==> src/rtl/rau_pkg.sv <==
// ----------------------------------------------------------------------------
// rau_pkg: shared types and helpers for the rational arithmetic unit
// Word widths, request codes, sequencer states and sign/magnitude helpers.
// ----------------------------------------------------------------------------
package rau_pkg;

   // internal arithmetic width, products and sums wrap at this width
   localparam int WIDTH   = 32;
   // width of the numeric fields on the channels
   localparam int FIELD_W = 32;
   // width of the request code field
   localparam int OP_W    = 4;
   // bit counter of the serial divider, holds WIDTH itself
   localparam int CNT_W   = $clog2(WIDTH + 1);
   // common power-of-two count of the binary gcd
   localparam int SHIFT_W = $clog2(WIDTH);

   typedef logic [WIDTH-1:0] rau_word_type;

   typedef enum logic [OP_W-1:0] {
      OP_ADD  = 4'd0,
      OP_SUB  = 4'd1,
      OP_MUL  = 4'd2,
      OP_DIV  = 4'd3,
      OP_MULI = 4'd4,
      OP_NEG  = 4'd5,
      OP_EQ   = 4'd6,
      OP_LT   = 4'd7,
      OP_GE   = 4'd8
   } rau_op_type;

   typedef enum logic [3:0] {
      ST_IDLE,
      ST_MUL,
      ST_EVAL,
      ST_LOAD,
      ST_GCD,
      ST_DIVN_GO,
      ST_DIVN,
      ST_DIVD_GO,
      ST_DIVD,
      ST_FIN
   } rau_state_type;

   // status of a multi-cycle unit as seen by the sequencer
   typedef struct packed {
      logic busy;
      logic done;
   } rau_unit_stat_type;

   // absolute value as unsigned, the most negative value maps to 2^(WIDTH-1)
   function automatic rau_word_type magnitude(input rau_word_type x);
      return x[WIDTH-1] ? ((~x) + rau_word_type'(1)) : x;
   endfunction

   // field word to internal width, truncated or sign extended
   function automatic rau_word_type to_word(input logic [FIELD_W-1:0] x);
      return WIDTH'(signed'(x));
   endfunction

   // internal word to field width, truncated or sign extended
   function automatic logic [FIELD_W-1:0] to_field(input rau_word_type x);
      return FIELD_W'(signed'(x));
   endfunction

   // requests whose result goes through gcd reduction
   function automatic logic is_reducible(input rau_op_type op);
      return (op == OP_ADD) || (op == OP_SUB) || (op == OP_MUL) ||
             (op == OP_DIV) || (op == OP_MULI);
   endfunction

endpackage

==> src/rtl/rau_req_if.sv <==
// ----------------------------------------------------------------------------
// rau_req_if: request channel of the rational arithmetic unit
// Valid/ready channel carrying the request code and two fractions.
// ----------------------------------------------------------------------------
interface rau_req_if;
   logic                                valid;
   logic                                ready;
   logic [rau_pkg::OP_W-1:0]            req_type;
   logic signed [rau_pkg::FIELD_W-1:0]  a_num;
   logic signed [rau_pkg::FIELD_W-1:0]  a_den;
   logic signed [rau_pkg::FIELD_W-1:0]  b_num;
   logic signed [rau_pkg::FIELD_W-1:0]  b_den;

   modport source (output valid, req_type, a_num, a_den, b_num, b_den, input ready);
   modport sink   (input valid, req_type, a_num, a_den, b_num, b_den, output ready);
endinterface

==> src/rtl/rau_rsp_if.sv <==
// ----------------------------------------------------------------------------
// rau_rsp_if: response channel of the rational arithmetic unit
// Valid/ready channel carrying the reduced fraction and the flags.
// ----------------------------------------------------------------------------
interface rau_rsp_if;
   logic                                valid;
   logic                                ready;
   logic signed [rau_pkg::FIELD_W-1:0]  res_num;
   logic signed [rau_pkg::FIELD_W-1:0]  res_den;
   logic                                cmp_true;
   logic                                zero_den_error;

   modport source (output valid, res_num, res_den, cmp_true, zero_den_error, input ready);
   modport sink   (input valid, res_num, res_den, cmp_true, zero_den_error, output ready);
endinterface

==> src/rtl/rational_arithmetic_unit.sv <==
// ----------------------------------------------------------------------------
// rational_arithmetic_unit: fraction arithmetic with gcd reduction
// A sequencer drives one shared multiplier, a binary gcd unit and a serial
// divider to add, subtract, multiply, divide, negate and compare fractions.
// ----------------------------------------------------------------------------
//
//  channel | dir | handshake     | word
//  --------+-----+---------------+------------------------------------------
//  req     | in  | valid / ready | req_type, a_num, a_den, b_num, b_den
//  rsp     | out | valid / ready | res_num, res_den, cmp_true, zero_den_error
//
//  neg, comparisons and unreduced results pass from accept through the MUL,
//  EVAL, LOAD and FIN states to the response register; reduced results add
//  the GCD state and two serial divisions (DIVN and DIVD) before FIN.
//  The gcd loop and the one-bit-per-cycle divider set the time of a reduced result.
//  req.ready is high only while the sequencer is idle; the response register
//  holds a word while rsp.ready is low and one more request is still taken,
//  which then waits in ST_FIN until that word leaves. Synchronous active-high
//  reset clears the sequencer, the unit flags and the response valid flag.
//
module rational_arithmetic_unit (
   input  logic clock,
   input  logic reset,
   rau_req_if.sink   req,
   rau_rsp_if.source rsp
);

   rau_pkg::rau_state_type          state_ff, state_in;
   rau_pkg::rau_op_type             op_ff;
   rau_pkg::rau_word_type           an_ff, ad_ff, bn_ff, bd_ff;
   rau_pkg::rau_word_type           prod_ff [3];
   logic [1:0]                      step_ff, step_in;
   rau_pkg::rau_word_type           num_ff, num_in;
   rau_pkg::rau_word_type           den_ff, den_in;
   logic                            cmp_ff, cmp_in;
   logic                            err_ff, err_in;
   rau_pkg::rau_word_type           g_ff;

   logic                            rsp_valid_ff, rsp_valid_in;
   logic [rau_pkg::FIELD_W-1:0]     res_num_ff, res_den_ff;
   logic                            res_cmp_ff, res_err_ff;
   logic                            rsp_load;

   rau_pkg::rau_word_type           mul_x, mul_y, mul_p;
   rau_pkg::rau_word_type           num_mag, den_mag;
   logic                            reduce_go;
   logic                            accept;

   logic                            gcd_start;
   rau_pkg::rau_unit_stat_type      gcd_stat;
   rau_pkg::rau_word_type           gcd_g;

   logic                            div_start;
   rau_pkg::rau_word_type           div_dividend;
   rau_pkg::rau_unit_stat_type      div_stat;
   rau_pkg::rau_word_type           div_q;

   assign accept    = req.valid && req.ready;
   assign req.ready = (state_ff == rau_pkg::ST_IDLE);

   // magnitudes of the unreduced result
   assign num_mag   = rau_pkg::magnitude(num_ff);
   assign den_mag   = rau_pkg::magnitude(den_ff);
   assign reduce_go = rau_pkg::is_reducible(op_ff) && (num_mag != '0) && (den_mag != '0);

   // shared multiplier operand select, one product per step
   always_comb begin
      mul_x = ad_ff;
      mul_y = bd_ff;
      case (step_ff)
         2'd0: begin
            mul_x = an_ff;
            if ((op_ff == rau_pkg::OP_MUL) || (op_ff == rau_pkg::OP_MULI)) begin
               mul_y = bn_ff;
            end else begin
               mul_y = bd_ff;
            end
         end
         2'd1: begin
            mul_x = bn_ff;
            mul_y = ad_ff;
         end
         default: begin
            mul_x = ad_ff;
            if ((op_ff == rau_pkg::OP_DIV) || (op_ff == rau_pkg::OP_LT) ||
                (op_ff == rau_pkg::OP_GE)) begin
               mul_y = bn_ff;
            end else if (op_ff == rau_pkg::OP_MULI) begin
               mul_y = rau_pkg::rau_word_type'(1);
            end else begin
               mul_y = bd_ff;
            end
         end
      endcase
   end

   // low half of the product wraps as the integer arithmetic does
   assign mul_p = mul_x * mul_y;

   // next state
   always_comb begin
      state_in = state_ff;
      case (state_ff)
         rau_pkg::ST_IDLE:    if (req.valid) state_in = rau_pkg::ST_MUL;
         rau_pkg::ST_MUL:     if (step_ff == 2'd2) state_in = rau_pkg::ST_EVAL;
         rau_pkg::ST_EVAL:    state_in = rau_pkg::ST_LOAD;
         rau_pkg::ST_LOAD: begin
            if (reduce_go) state_in = rau_pkg::ST_GCD;
            else           state_in = rau_pkg::ST_FIN;
         end
         rau_pkg::ST_GCD:     if (gcd_stat.done) state_in = rau_pkg::ST_DIVN_GO;
         rau_pkg::ST_DIVN_GO: state_in = rau_pkg::ST_DIVN;
         rau_pkg::ST_DIVN:    if (div_stat.done) state_in = rau_pkg::ST_DIVD_GO;
         rau_pkg::ST_DIVD_GO: state_in = rau_pkg::ST_DIVD;
         rau_pkg::ST_DIVD:    if (div_stat.done) state_in = rau_pkg::ST_FIN;
         rau_pkg::ST_FIN:     if (!rsp_valid_ff || rsp.ready) state_in = rau_pkg::ST_IDLE;
         default:             state_in = rau_pkg::ST_IDLE;
      endcase
   end

   // sequencer outputs and datapath next values
   always_comb begin
      step_in      = step_ff;
      num_in       = num_ff;
      den_in       = den_ff;
      cmp_in       = cmp_ff;
      err_in       = err_ff;
      gcd_start    = 1'b0;
      div_start    = 1'b0;
      div_dividend = num_mag;
      rsp_load     = 1'b0;
      case (state_ff)
         rau_pkg::ST_IDLE: begin
            step_in = 2'd0;
            err_in  = 1'b0;
         end
         rau_pkg::ST_MUL: begin
            step_in = step_ff + 1'b1;
         end
         rau_pkg::ST_EVAL: begin
            num_in = '0;
            den_in = '0;
            cmp_in = 1'b0;
            case (op_ff)
               rau_pkg::OP_ADD: begin
                  num_in = prod_ff[0] + prod_ff[1];
                  den_in = prod_ff[2];
               end
               rau_pkg::OP_SUB: begin
                  num_in = prod_ff[0] - prod_ff[1];
                  den_in = prod_ff[2];
               end
               rau_pkg::OP_MUL, rau_pkg::OP_DIV, rau_pkg::OP_MULI: begin
                  num_in = prod_ff[0];
                  den_in = prod_ff[2];
               end
               rau_pkg::OP_NEG: begin
                  num_in = '0 - an_ff;
                  den_in = ad_ff;
               end
               rau_pkg::OP_EQ: begin
                  cmp_in = (ad_ff == rau_pkg::rau_word_type'(1)) && (an_ff == bn_ff);
               end
               rau_pkg::OP_LT: begin
                  cmp_in = ($signed(an_ff) < $signed(prod_ff[2]));
               end
               rau_pkg::OP_GE: begin
                  cmp_in = !($signed(an_ff) < $signed(prod_ff[2]));
               end
               default: begin
                  cmp_in = 1'b0;
               end
            endcase
         end
         rau_pkg::ST_LOAD: begin
            gcd_start = reduce_go;
            err_in    = rau_pkg::is_reducible(op_ff) && (num_mag != '0) && (den_mag == '0);
         end
         rau_pkg::ST_DIVN_GO: begin
            div_start    = 1'b1;
            div_dividend = num_mag;
         end
         rau_pkg::ST_DIVN: begin
            if (div_stat.done) begin
               num_in = num_ff[rau_pkg::WIDTH-1] ? ('0 - div_q) : div_q;
            end
         end
         rau_pkg::ST_DIVD_GO: begin
            div_start    = 1'b1;
            div_dividend = den_mag;
         end
         rau_pkg::ST_DIVD: begin
            if (div_stat.done) begin
               den_in = den_ff[rau_pkg::WIDTH-1] ? ('0 - div_q) : div_q;
            end
         end
         rau_pkg::ST_FIN: begin
            rsp_load = !rsp_valid_ff || rsp.ready;
         end
         default: begin
            step_in = 2'd0;
         end
      endcase
   end

   // response valid
   always_comb begin
      rsp_valid_in = rsp_valid_ff;
      if (rsp_load) begin
         rsp_valid_in = 1'b1;
      end else if (rsp.ready) begin
         rsp_valid_in = 1'b0;
      end
   end

   // control registers
   always_ff @(posedge clock) begin
      if (reset) begin
         state_ff     <= rau_pkg::ST_IDLE;
         step_ff      <= 2'd0;
         rsp_valid_ff <= 1'b0;
      end else begin
         state_ff     <= state_in;
         step_ff      <= step_in;
         rsp_valid_ff <= rsp_valid_in;
      end
   end

   // request capture, products and working result
   always_ff @(posedge clock) begin
      if (accept) begin
         op_ff <= rau_pkg::rau_op_type'(req.req_type);
         an_ff <= rau_pkg::to_word(req.a_num);
         ad_ff <= rau_pkg::to_word(req.a_den);
         bn_ff <= rau_pkg::to_word(req.b_num);
         bd_ff <= rau_pkg::to_word(req.b_den);
      end
      if (state_ff == rau_pkg::ST_MUL) begin
         prod_ff[step_ff] <= mul_p;
      end
      if (gcd_stat.done) begin
         g_ff <= gcd_g;
      end
      num_ff <= num_in;
      den_ff <= den_in;
      cmp_ff <= cmp_in;
      err_ff <= err_in;
   end

   // response register
   always_ff @(posedge clock) begin
      if (rsp_load) begin
         res_num_ff <= rau_pkg::to_field(num_ff);
         res_den_ff <= rau_pkg::to_field(den_ff);
         res_cmp_ff <= cmp_ff;
         res_err_ff <= err_ff;
      end
   end

   assign rsp.valid          = rsp_valid_ff;
   assign rsp.res_num        = res_num_ff;
   assign rsp.res_den        = res_den_ff;
   assign rsp.cmp_true       = res_cmp_ff;
   assign rsp.zero_den_error = res_err_ff;

   rau_gcd u_gcd (
      .clock (clock),
      .reset (reset),
      .start (gcd_start),
      .up    (num_mag),
      .down  (den_mag),
      .stat  (gcd_stat),
      .g     (gcd_g)
   );

   rau_div u_div (
      .clock    (clock),
      .reset    (reset),
      .start    (div_start),
      .dividend (div_dividend),
      .divisor  (g_ff),
      .stat     (div_stat),
      .quotient (div_q)
   );

`ifndef SYNTHESIS
   // an error word always carries the zero denominator it reports
   a_err_den_zero: assert property (@(posedge clock) disable iff (reset)
      (rsp.valid && rsp.zero_den_error) |-> (rsp.res_den == '0))
      else $error("error flag with nonzero denominator");

   // comparison outcome and error flag never appear together
   a_err_not_cmp: assert property (@(posedge clock) disable iff (reset)
      (rsp.valid && rsp.zero_den_error) |-> !rsp.cmp_true)
      else $error("error flag on a comparison word");

   // the gcd of two nonzero magnitudes is never zero
   a_gcd_nonzero: assert property (@(posedge clock) disable iff (reset)
      gcd_stat.done |-> (gcd_g != '0))
      else $error("gcd unit finished with zero");

   // the divider is only started when free
   a_div_free: assert property (@(posedge clock) disable iff (reset)
      div_start |-> (!div_stat.busy && !gcd_stat.busy))
      else $error("divider started while a unit is busy");
`endif

endmodule

==> src/rtl/rau_gcd.sv <==
// ----------------------------------------------------------------------------
// rau_gcd: binary gcd unit
// One compare, subtract or shift step per cycle on two nonzero magnitudes.
// ----------------------------------------------------------------------------
module rau_gcd (
   input  logic                       clock,
   input  logic                       reset,
   input  logic                       start,
   input  rau_pkg::rau_word_type      up,
   input  rau_pkg::rau_word_type      down,
   output rau_pkg::rau_unit_stat_type stat,
   output rau_pkg::rau_word_type      g
);

   rau_pkg::rau_word_type           a_ff, a_in;
   rau_pkg::rau_word_type           b_ff, b_in;
   logic [rau_pkg::SHIFT_W-1:0]     k_ff, k_in;
   logic                            busy_ff, busy_in;
   logic                            done_ff, done_in;

   // one gcd step
   always_comb begin
      a_in    = a_ff;
      b_in    = b_ff;
      k_in    = k_ff;
      busy_in = busy_ff;
      done_in = 1'b0;
      if (start) begin
         a_in    = up;
         b_in    = down;
         k_in    = '0;
         busy_in = 1'b1;
      end else if (busy_ff) begin
         if (a_ff == b_ff) begin
            busy_in = 1'b0;
            done_in = 1'b1;
         end else if (!a_ff[0] && !b_ff[0]) begin
            a_in = a_ff >> 1;
            b_in = b_ff >> 1;
            k_in = k_ff + 1'b1;
         end else if (!a_ff[0]) begin
            a_in = a_ff >> 1;
         end else if (!b_ff[0]) begin
            b_in = b_ff >> 1;
         end else if (a_ff > b_ff) begin
            a_in = (a_ff - b_ff) >> 1;
         end else begin
            b_in = (b_ff - a_ff) >> 1;
         end
      end
   end

   // control registers
   always_ff @(posedge clock) begin
      if (reset) begin
         busy_ff <= 1'b0;
         done_ff <= 1'b0;
      end else begin
         busy_ff <= busy_in;
         done_ff <= done_in;
      end
   end

   // operand registers
   always_ff @(posedge clock) begin
      a_ff <= a_in;
      b_ff <= b_in;
      k_ff <= k_in;
   end

   // odd part restored with the common power of two
   assign g         = a_ff << k_ff;
   assign stat.busy = busy_ff;
   assign stat.done = done_ff;

endmodule

==> src/rtl/rau_div.sv <==
// ----------------------------------------------------------------------------
// rau_div: serial unsigned divider
// Restoring division, one quotient bit per cycle.
// ----------------------------------------------------------------------------
module rau_div (
   input  logic                       clock,
   input  logic                       reset,
   input  logic                       start,
   input  rau_pkg::rau_word_type      dividend,
   input  rau_pkg::rau_word_type      divisor,
   output rau_pkg::rau_unit_stat_type stat,
   output rau_pkg::rau_word_type      quotient
);

   rau_pkg::rau_word_type           rem_ff, rem_in;
   rau_pkg::rau_word_type           quo_ff, quo_in;
   rau_pkg::rau_word_type           dvs_ff, dvs_in;
   logic [rau_pkg::CNT_W-1:0]       cnt_ff, cnt_in;
   logic                            busy_ff, busy_in;
   logic                            done_ff, done_in;
   logic [rau_pkg::WIDTH:0]         trial;
   logic [rau_pkg::WIDTH:0]         diff;

   // trial subtract of the shifted remainder
   assign trial = {rem_ff, quo_ff[rau_pkg::WIDTH-1]};
   assign diff  = trial - {1'b0, dvs_ff};

   always_comb begin
      rem_in  = rem_ff;
      quo_in  = quo_ff;
      dvs_in  = dvs_ff;
      cnt_in  = cnt_ff;
      busy_in = busy_ff;
      done_in = 1'b0;
      if (start) begin
         rem_in  = '0;
         quo_in  = dividend;
         dvs_in  = divisor;
         cnt_in  = rau_pkg::CNT_W'(rau_pkg::WIDTH);
         busy_in = 1'b1;
      end else if (busy_ff) begin
         if (!diff[rau_pkg::WIDTH]) begin
            rem_in = diff[rau_pkg::WIDTH-1:0];
            quo_in = {quo_ff[rau_pkg::WIDTH-2:0], 1'b1};
         end else begin
            rem_in = trial[rau_pkg::WIDTH-1:0];
            quo_in = {quo_ff[rau_pkg::WIDTH-2:0], 1'b0};
         end
         cnt_in = cnt_ff - 1'b1;
         if (cnt_ff == rau_pkg::CNT_W'(1)) begin
            busy_in = 1'b0;
            done_in = 1'b1;
         end
      end
   end

   // control registers
   always_ff @(posedge clock) begin
      if (reset) begin
         busy_ff <= 1'b0;
         done_ff <= 1'b0;
         cnt_ff  <= '0;
      end else begin
         busy_ff <= busy_in;
         done_ff <= done_in;
         cnt_ff  <= cnt_in;
      end
   end

   // datapath registers
   always_ff @(posedge clock) begin
      rem_ff <= rem_in;
      quo_ff <= quo_in;
      dvs_ff <= dvs_in;
   end

   assign quotient  = quo_ff;
   assign stat.busy = busy_ff;
   assign stat.done = done_ff;

endmodule

==> src/flat_wrapper.sv <==
// flat-port wrapper written by rule: the top's interface ports become plain ports
module rational_arithmetic_unit_flat 
  (clock, reset, req_valid, req_req_type, req_a_num, req_a_den, req_b_num, req_b_den, req_ready, rsp_valid, rsp_res_num, rsp_res_den, rsp_cmp_true, rsp_zero_den_error, rsp_ready);
  rau_req_if req_i ();
  rau_rsp_if rsp_i ();
  input  logic clock;
  input  logic reset;
  input wire logic [$bits(req_i.valid)-1:0] req_valid;
  input wire logic [$bits(req_i.req_type)-1:0] req_req_type;
  input wire logic [$bits(req_i.a_num)-1:0] req_a_num;
  input wire logic [$bits(req_i.a_den)-1:0] req_a_den;
  input wire logic [$bits(req_i.b_num)-1:0] req_b_num;
  input wire logic [$bits(req_i.b_den)-1:0] req_b_den;
  output wire logic [$bits(req_i.ready)-1:0] req_ready;
  output wire logic [$bits(rsp_i.valid)-1:0] rsp_valid;
  output wire logic [$bits(rsp_i.res_num)-1:0] rsp_res_num;
  output wire logic [$bits(rsp_i.res_den)-1:0] rsp_res_den;
  output wire logic [$bits(rsp_i.cmp_true)-1:0] rsp_cmp_true;
  output wire logic [$bits(rsp_i.zero_den_error)-1:0] rsp_zero_den_error;
  input wire logic [$bits(rsp_i.ready)-1:0] rsp_ready;
  assign req_i.valid = req_valid;
  assign req_i.req_type = req_req_type;
  assign req_i.a_num = req_a_num;
  assign req_i.a_den = req_a_den;
  assign req_i.b_num = req_b_num;
  assign req_i.b_den = req_b_den;
  assign req_ready = req_i.ready;
  assign rsp_valid = rsp_i.valid;
  assign rsp_res_num = rsp_i.res_num;
  assign rsp_res_den = rsp_i.res_den;
  assign rsp_cmp_true = rsp_i.cmp_true;
  assign rsp_zero_den_error = rsp_i.zero_den_error;
  assign rsp_i.ready = rsp_ready;
  rational_arithmetic_unit u_core (.clock(clock), .reset(reset), .req(req_i), .rsp(rsp_i));
endmodule
==> config.mk <==
export PLATFORM = sky130hd
export DESIGN_NAME = rational_arithmetic_unit_flat
export DESIGN_NICKNAME = d
export VERILOG_FILES = /design/src/rtl/rau_pkg.sv /design/src/rtl/rau_req_if.sv /design/src/rtl/rau_rsp_if.sv /design/src/rtl/rational_arithmetic_unit.sv /design/src/rtl/rau_gcd.sv /design/src/rtl/rau_div.sv /design/src/flat_wrapper.sv
export SDC_FILE = /design/constraint.sdc
export NUM_CORES = 2
export LEC_CHECK = 0
export BUFFER_PORTS_ARGS = -buffer_cell sky130_fd_sc_hd__buf_2
export CAP_MARGIN = 40
export CORE_ASPECT_RATIO = 1.2
export CORE_MARGIN = 2
export CORE_UTILIZATION = 30
export DETAILED_ROUTE_END_ITERATION = 6
export PLACE_DENSITY_LB_ADDON = 0.3
export SYNTH_ARGS = -nofsm -noshare
export SYNTH_HDL_FRONTEND = slang
export SYNTH_SLANG_ARGS = --single-unit
==> constraint.sdc <==
create_clock -name clock -period 10 [get_ports clock]
set_input_delay 0 -clock clock [delete_from_list [all_inputs] [get_ports clock]]
set_output_delay 0 -clock clock [all_outputs]
set_load 0.005 [all_outputs]
# Word level (Yosys, flattened, before mapping)
# Memory sizes are Yosys's and may differ from the RTL's.
# Cells that the tools add are included.
# totals
regBits	478
ram_bits	96
inputBits	136
out_inout_bits	68
mem_count	1
# memory_table
name	words	width	read_ports	rd_clocked_by_memory_dff	wr	line	rtl
u_core.prod_ff	3	32	3	0	1	rational_arithmetic_unit.sv:31	rau_pkg::rau_word_type prod_ff [3];
# classes
add_sub_neg	12
multipliers	1
n_lt_le_gt_ge	2
n_eq_ne	33
shift	1
muxes	62
bitwise	5
reduce_logical	46
# ops
op	n
32-bit 2-to-1 mux	27
32-bit case mux with 2 select lines	5
32-bit case mux with 4 select lines	1
32-bit subtractor	3
32-bit by 1-bit adder with 32-bit output (second input constant)	2
32-bit equality test	2
32-bit NOT	2
32-bit nonzero test	2
1-bit by 32-bit subtractor with 32-bit output (first input constant)	2
4-bit case mux with 10 select lines	1
33-bit by 32-bit subtractor with 33-bit output	1
32-bit adder	1
32-bit by 1-bit equality test with 1-bit output (second input constant)	1
4-bit by 3-bit equality test with 1-bit output (second input constant)	8
32-bit greater-than comparator	1
32-bit zero test	1
32-bit < comparator	1
32-bit by 32-bit multiplier with 32-bit output	1
32-bit by 5-bit << shifter with 32-bit output	1
4-bit 2-to-1 mux	7
4-bit by 2-bit equality test with 1-bit output (second input constant)	4
1-bit 2-to-1 mux	16
4-bit equality test (second input constant)	3
6-bit 2-to-1 mux	2
30 further kinds	67

# Depth between registers and ports, before layout
# logic_depth
ltp_word	10
ltp_mapped	36
mapped_depth_nobuf	33

# By module
# A second synthesis with hierarchy kept.
# unflattened
cells_unflattened	5370
area_unflattened_um2	52504.1
# modules_own_cells
mod	n_inst	cells_each	area_per_inst_um2
rational_arithmetic_unit	1	3727	37912.6
rau_gcd	1	1090	8630.8
rau_div	1	553	5960.7

# Worst setup path after synthesis
# OpenSTA, ideal clock, no wires.
# synth_timing
path_kind	register to register
from	register u_core.op_ff[2]
to	memory u_core.prod_ff[0][31] (netlist name) (data pin)
setup_ns	0.271
arrival_time_ns	8.614
required_ns	9.729
path_slack_ns	1.116
path_stages_with_launch	33
period_less_slack_ns	8.884
path_cell_list	edfxtp_1 > clkbuf_1 > or4b_2 > clkbuf_1 > o2111a_1 > clkbuf_1 > a222oi_1 > o21a_1 > clkbuf_1 > clkbuf_1 > nor2_1 > fa_1 > fa_1 > fa_1 > inv_1 > fa_1 > inv_1 > fa_1 > inv_1 > fa_1 > inv_1 > fa_1 > fa_1 > ha_1 > nand2_1 > nor2_1 > nand2_1 > o21a_1 > o21ai_0 > a21boi_0 > a311o_1 > o21ai_0 > xnor2_1
# synth_via
elab_chain_len	6
word_cells_on_any_way	13
# synth_lines
item	line	rtl
start, declared	rational_arithmetic_unit.sv:29	rau_pkg::rau_op_type op_ff;
start signal, assigned	rational_arithmetic_unit.sv:232	op_ff <= rau_pkg::rau_op_type'(req.req_type);
4-bit by 2-bit equality test with 1-bit output or 4-bit by 3-bit equality test with 1-bit output (tied branches)	rational_arithmetic_unit.sv:85	if ((op_ff == rau_pkg::OP_DIV) || (op_ff == rau_pkg::OP_LT) ||
1-bit logical OR (2 in a row)	rational_arithmetic_unit.sv:85	
32-bit 2-to-1 mux	rational_arithmetic_unit.sv:85	
32-bit case mux with 2 select lines (*)	rational_arithmetic_unit.sv:70	case (step_ff)
32-bit by 32-bit multiplier with 32-bit output (*)	rational_arithmetic_unit.sv:98	assign mul_p = mul_x * mul_y;
named net u_core.mul_p[31]	rational_arithmetic_unit.sv:44	rau_pkg::rau_word_type mul_x, mul_y, mul_p;
end, declared	rational_arithmetic_unit.sv:31	
# The timed path passes the listed nets; every way through them passes the cells marked *.

# Final worst setup path
# layout_timing
from	register u_core.op_ff[0]
to	memory u_core.prod_ff[0][31] (netlist name) (data pin)
# Same word-level chain as after synthesis.

==> results.yml <==
cts:
  worstSkewPairLatency_ps: 700
  clk_pin_slew_ps: 60
  htree_levels: 3
  root_buffer: "clkbuf_16"
  cts_sinks: 574
  cts_tree: "built"
  cts_buffers: 73
  clk_path_buf_depth: 3
synthesis:
  synth.distinct_cells: 85
  yosysTopAreaCell: "edfxtp_1"
  synth_seq_area_share_pct: 32.5
  ys_seq_elements: 574
  syn_avg_cell_area_sq_um: 9.62
  async_flop_share_pct: 0
  synth_top_area_share_pct: 30.4
  yosysWarnings: 0
  synthCells: 5342
  synth_area_sq_um: 51400
  synth_enable_flop_cells: 520
  syn-num-nets: 6183
  synthFlopType: "edfxtp_1"
  synth_area_leaders: "edfxtp_1, fa_1, ha_1"
place:
  place.gp.congestion: 0.988
  dp_hpwl_mm: 162
  portBuffers: 203
sta:
  fmax_mhz: 104
  setup_viol: 0
  grt_setup_unrepaired: "false"
  final.min_clock_period_ps: 9630
  fin_skew_ps: 60.7
  fin_crit_sh_pct: 96.3
  tns_ps: 0
  slew_violations: 0
  hold_viol: 0
  slew_headroom_pct: 39.3
  worst_pin_slew_ps: 903
die:
  ios: 204
  start_util_pct: 30.2
  core_sq_um: 170000
  die_w_um: 382
  floorplan.rows: 166
  fp.dieArea_sq_um: 175000
  die_h_um: 457
global_routing:
  grt_pass1_wl_mm: 292
  grt_overflow: 0
  track_usage_pct: 22.7
  antenna_found_initial: 10
  grt_pass1_vias: 43034
  grt_max_degree: 85
worst_setup_path:
  r2r-start: "u_core.op_ff[0]"
  worstSetupPathType: "reg2reg"
  start_kind: "register"
  crit_arrival_ps: 10110
  r2r_cells: 26
  cp_max_fo: 19
  worstPathRequired_ps: 10480
  rrSetupSlack_ps: 370
  timing.rr.end: "u_core.prod_ff[0][31]"
  crit_path_end_kind: "register"
drt:
  dr.first_iter.drc_count: 3604
  routedWlPerCell_um: 25.3
  wirelength_mm: 202
  drc_errors: 0
  vias: 42465
  drtAntennaViolNets: 0
  drt-pass1-iter-count: 6
  vias_per_cell: 5.32
worst_hold_path:
  holdCritPathClass: "in2reg"
  hold_end: "u_core.bn_ff[8]"
  min_from: "req_b_num[8]"
  hold-path-cell-count: 2
final_layout:
  drive_gt1_share_pct: 10.0
  nets: 6499
  regArea_sq_um: 16700
  multiInputGateArea_sq_um: 31600
  fillers: 17385
  area_growth_pct: 16.2
run_status:
  status: "completed"
flow_run:
  cap_violations: 0
## how the worst max path moves through the flow
stage | from | to | slack (ps) | depth (start not counted)
global route | u_core.op_ff[0] | u_core.prod_ff[0][31] | 20 | 31
detailed placement | u_core.op_ff[0] | u_core.prod_ff[0][31] | 420 | 28
global placement | u_core.op_ff[0] | u_core.prod_ff[0][31] | 400 | 28
floorplan | u_core.op_ff[2] | u_core.prod_ff[0][31] | 1120 | 32
finish | u_core.op_ff[0] | u_core.prod_ff[0][31] | 370 | 26
CTS | u_core.op_ff[0] | u_core.prod_ff[0][31] | 390 | 28
## flip-flops by register name, summed over array words and instances (netlist names), 6 cells and up
| name | cells |
|---|---|
| u_core.ad_ff | 32 |
| u_core.an_ff | 32 |
| u_core.bd_ff | 32 |
| u_core.bn_ff | 32 |
| u_core.den_ff | 32 |
| u_core.g_ff | 32 |
| u_core.num_ff | 32 |
| u_core.prod_ff | 96 |
| u_core.rsp.res_den | 32 |
| u_core.rsp.res_num | 32 |
| u_core.u_div.cnt_ff | 6 |
| u_core.u_div.dvs_ff | 32 |
| u_core.u_div.quotient | 32 |
| u_core.u_div.rem_ff | 32 |
| u_core.u_gcd.a_ff | 32 |
| u_core.u_gcd.b_ff | 32 |
## placed cells by master, fill, tap and decap left out, types with 34 or more instances in the layout
cell type,netlist,layout
a21o_1,130,130
a21oi_1,313,308
a221oi_1,85,85
a222oi_1,40,40
buf_2,12,207
buf_4,0,136
clkbuf_16,0,73
dfxtp_1,54,53
dlygate4sd3_1,0,169
edfxtp_1,520,520
fa_1,412,412
ha_1,293,291
inv_1,568,567
mux2i_1,100,100
nand2_1,496,495
nand2b_1,78,76
nand3_1,49,49
nand4_1,34,34
nor2_1,571,568
nor3_1,56,53
nor4_1,42,41
o21a_1,37,36
o21ai_0,207,206
o22ai_1,40,40
o31ai_1,35,34
or3_1,46,46
xnor2_1,221,220
xor2_1,183,183
## cell type report
class | count | area share, %
multi-input cells | 3912 | 52.9
flip-flops and latches | 574 | 27.9
repair buffers | 525 | 6.68
well taps | 2268 | 4.75
inverters | 572 | 3.59
clock buffers | 86 | 3.19
clock inverters | 44 | 0.951
diodes | 2 | 0.00838
## cells by family after synthesis
group	after synthesis	synth area share, %
simple gates	1535	13.4
compound gates	1135	14.7
buf+inv	856	6.30
fa+ha+maj	705	23.2
flops	574	32.5
xor+xnor	407	7.01
mux	130	2.87
## cell usage after synthesis, drive strengths merged (27+ instances only)
| library cell | count |
|---|---|
| nand3 | 49 |
| nand2 | 496 |
| buf | 47 |
| or2 | 30 |
| nor4 | 42 |
| o21ai | 212 |
| or3 | 46 |
| nand4 | 34 |
| o21bai | 32 |
| fa | 412 |
| o22ai | 40 |
| o21a | 37 |
| inv | 571 |
| a221oi | 86 |
| nor2 | 571 |
| clkbuf | 237 |
| xor2 | 183 |
| xnor2 | 221 |
| nand2b | 78 |
| o41ai | 27 |
| a222oi | 40 |
| a22o | 28 |
| mux2i | 100 |
| edfxtp | 520 |
| nor2b | 34 |
| a21oi | 313 |
| nor3 | 56 |
| ha | 293 |
| dfxtp | 54 |
| and2 | 27 |
| a21o | 130 |
| o31ai | 36 |
## stage by stage
| stage | hold WS, ps | instance area [sq um] | setup WS [ps] | utilization (%) | std cells |
|---|---|---|---|---|---|
| finish | 32.4 | 59800 | 372 | 35.1 | 7983 |
| global route | 31.7 | 59800 | 20.9 | 35.1 | 7981 |
| CTS | 0.0620 | 59700 | 391 | 35.1 | 7981 |
| detailed placement | 178 | 55600 | 422 | 32.6 | 7682 |
| global placement | 178 | 55300 | 403 | 32.5 | 7662 |
| floorplan | 98.9 | 51400 | 1120 | - | 5342 |
## per-layer routing
metal | vias to the layer above | GRT usage, % | part of all wire [%]
li1 | 19124 | - | -
met1 | 21211 | 26.8 | 38
met2 | 1692 | 39.9 | 50
met3 | 434 | 2.93 | 6.3
met4 | 4 | 12.1 | 6.0
met5 | - | 0 | 0.017
## timing repair
action / CTS / global route
endpoints found under the setup margin: 0 / 3
setup buffers: 0 / 0
hold endpoints to repair: 149 / 0
gates resized for setup: 0 / 1
hold buffers: 169 / 0
## critical path, stage by stage, from the launching register on
cell      delay, ps
edfxtp_1        380
or4b_2          810
o2111a_1        260
buf_4           210
buf_4           230
a222oi_1        390
o21a_1          540
buf_4           290
nor2_1           90
fa_1            540
inv_1            50
fa_1            520
fa_1            590
fa_1            450
fa_1            570
fa_1            430
fa_1            520
fa_1            400
xor2_1          160
xnor2_1         260
xnor2_1         170
xnor2_1         150
xnor2_1         170
xnor3_1         280
xor2_1          150
xnor3_1         500
xnor2_1         290
Power is left out: the tool's default activity adds up to more than one toggle a clock period on the data nets, which glitch-free logic cannot reach.
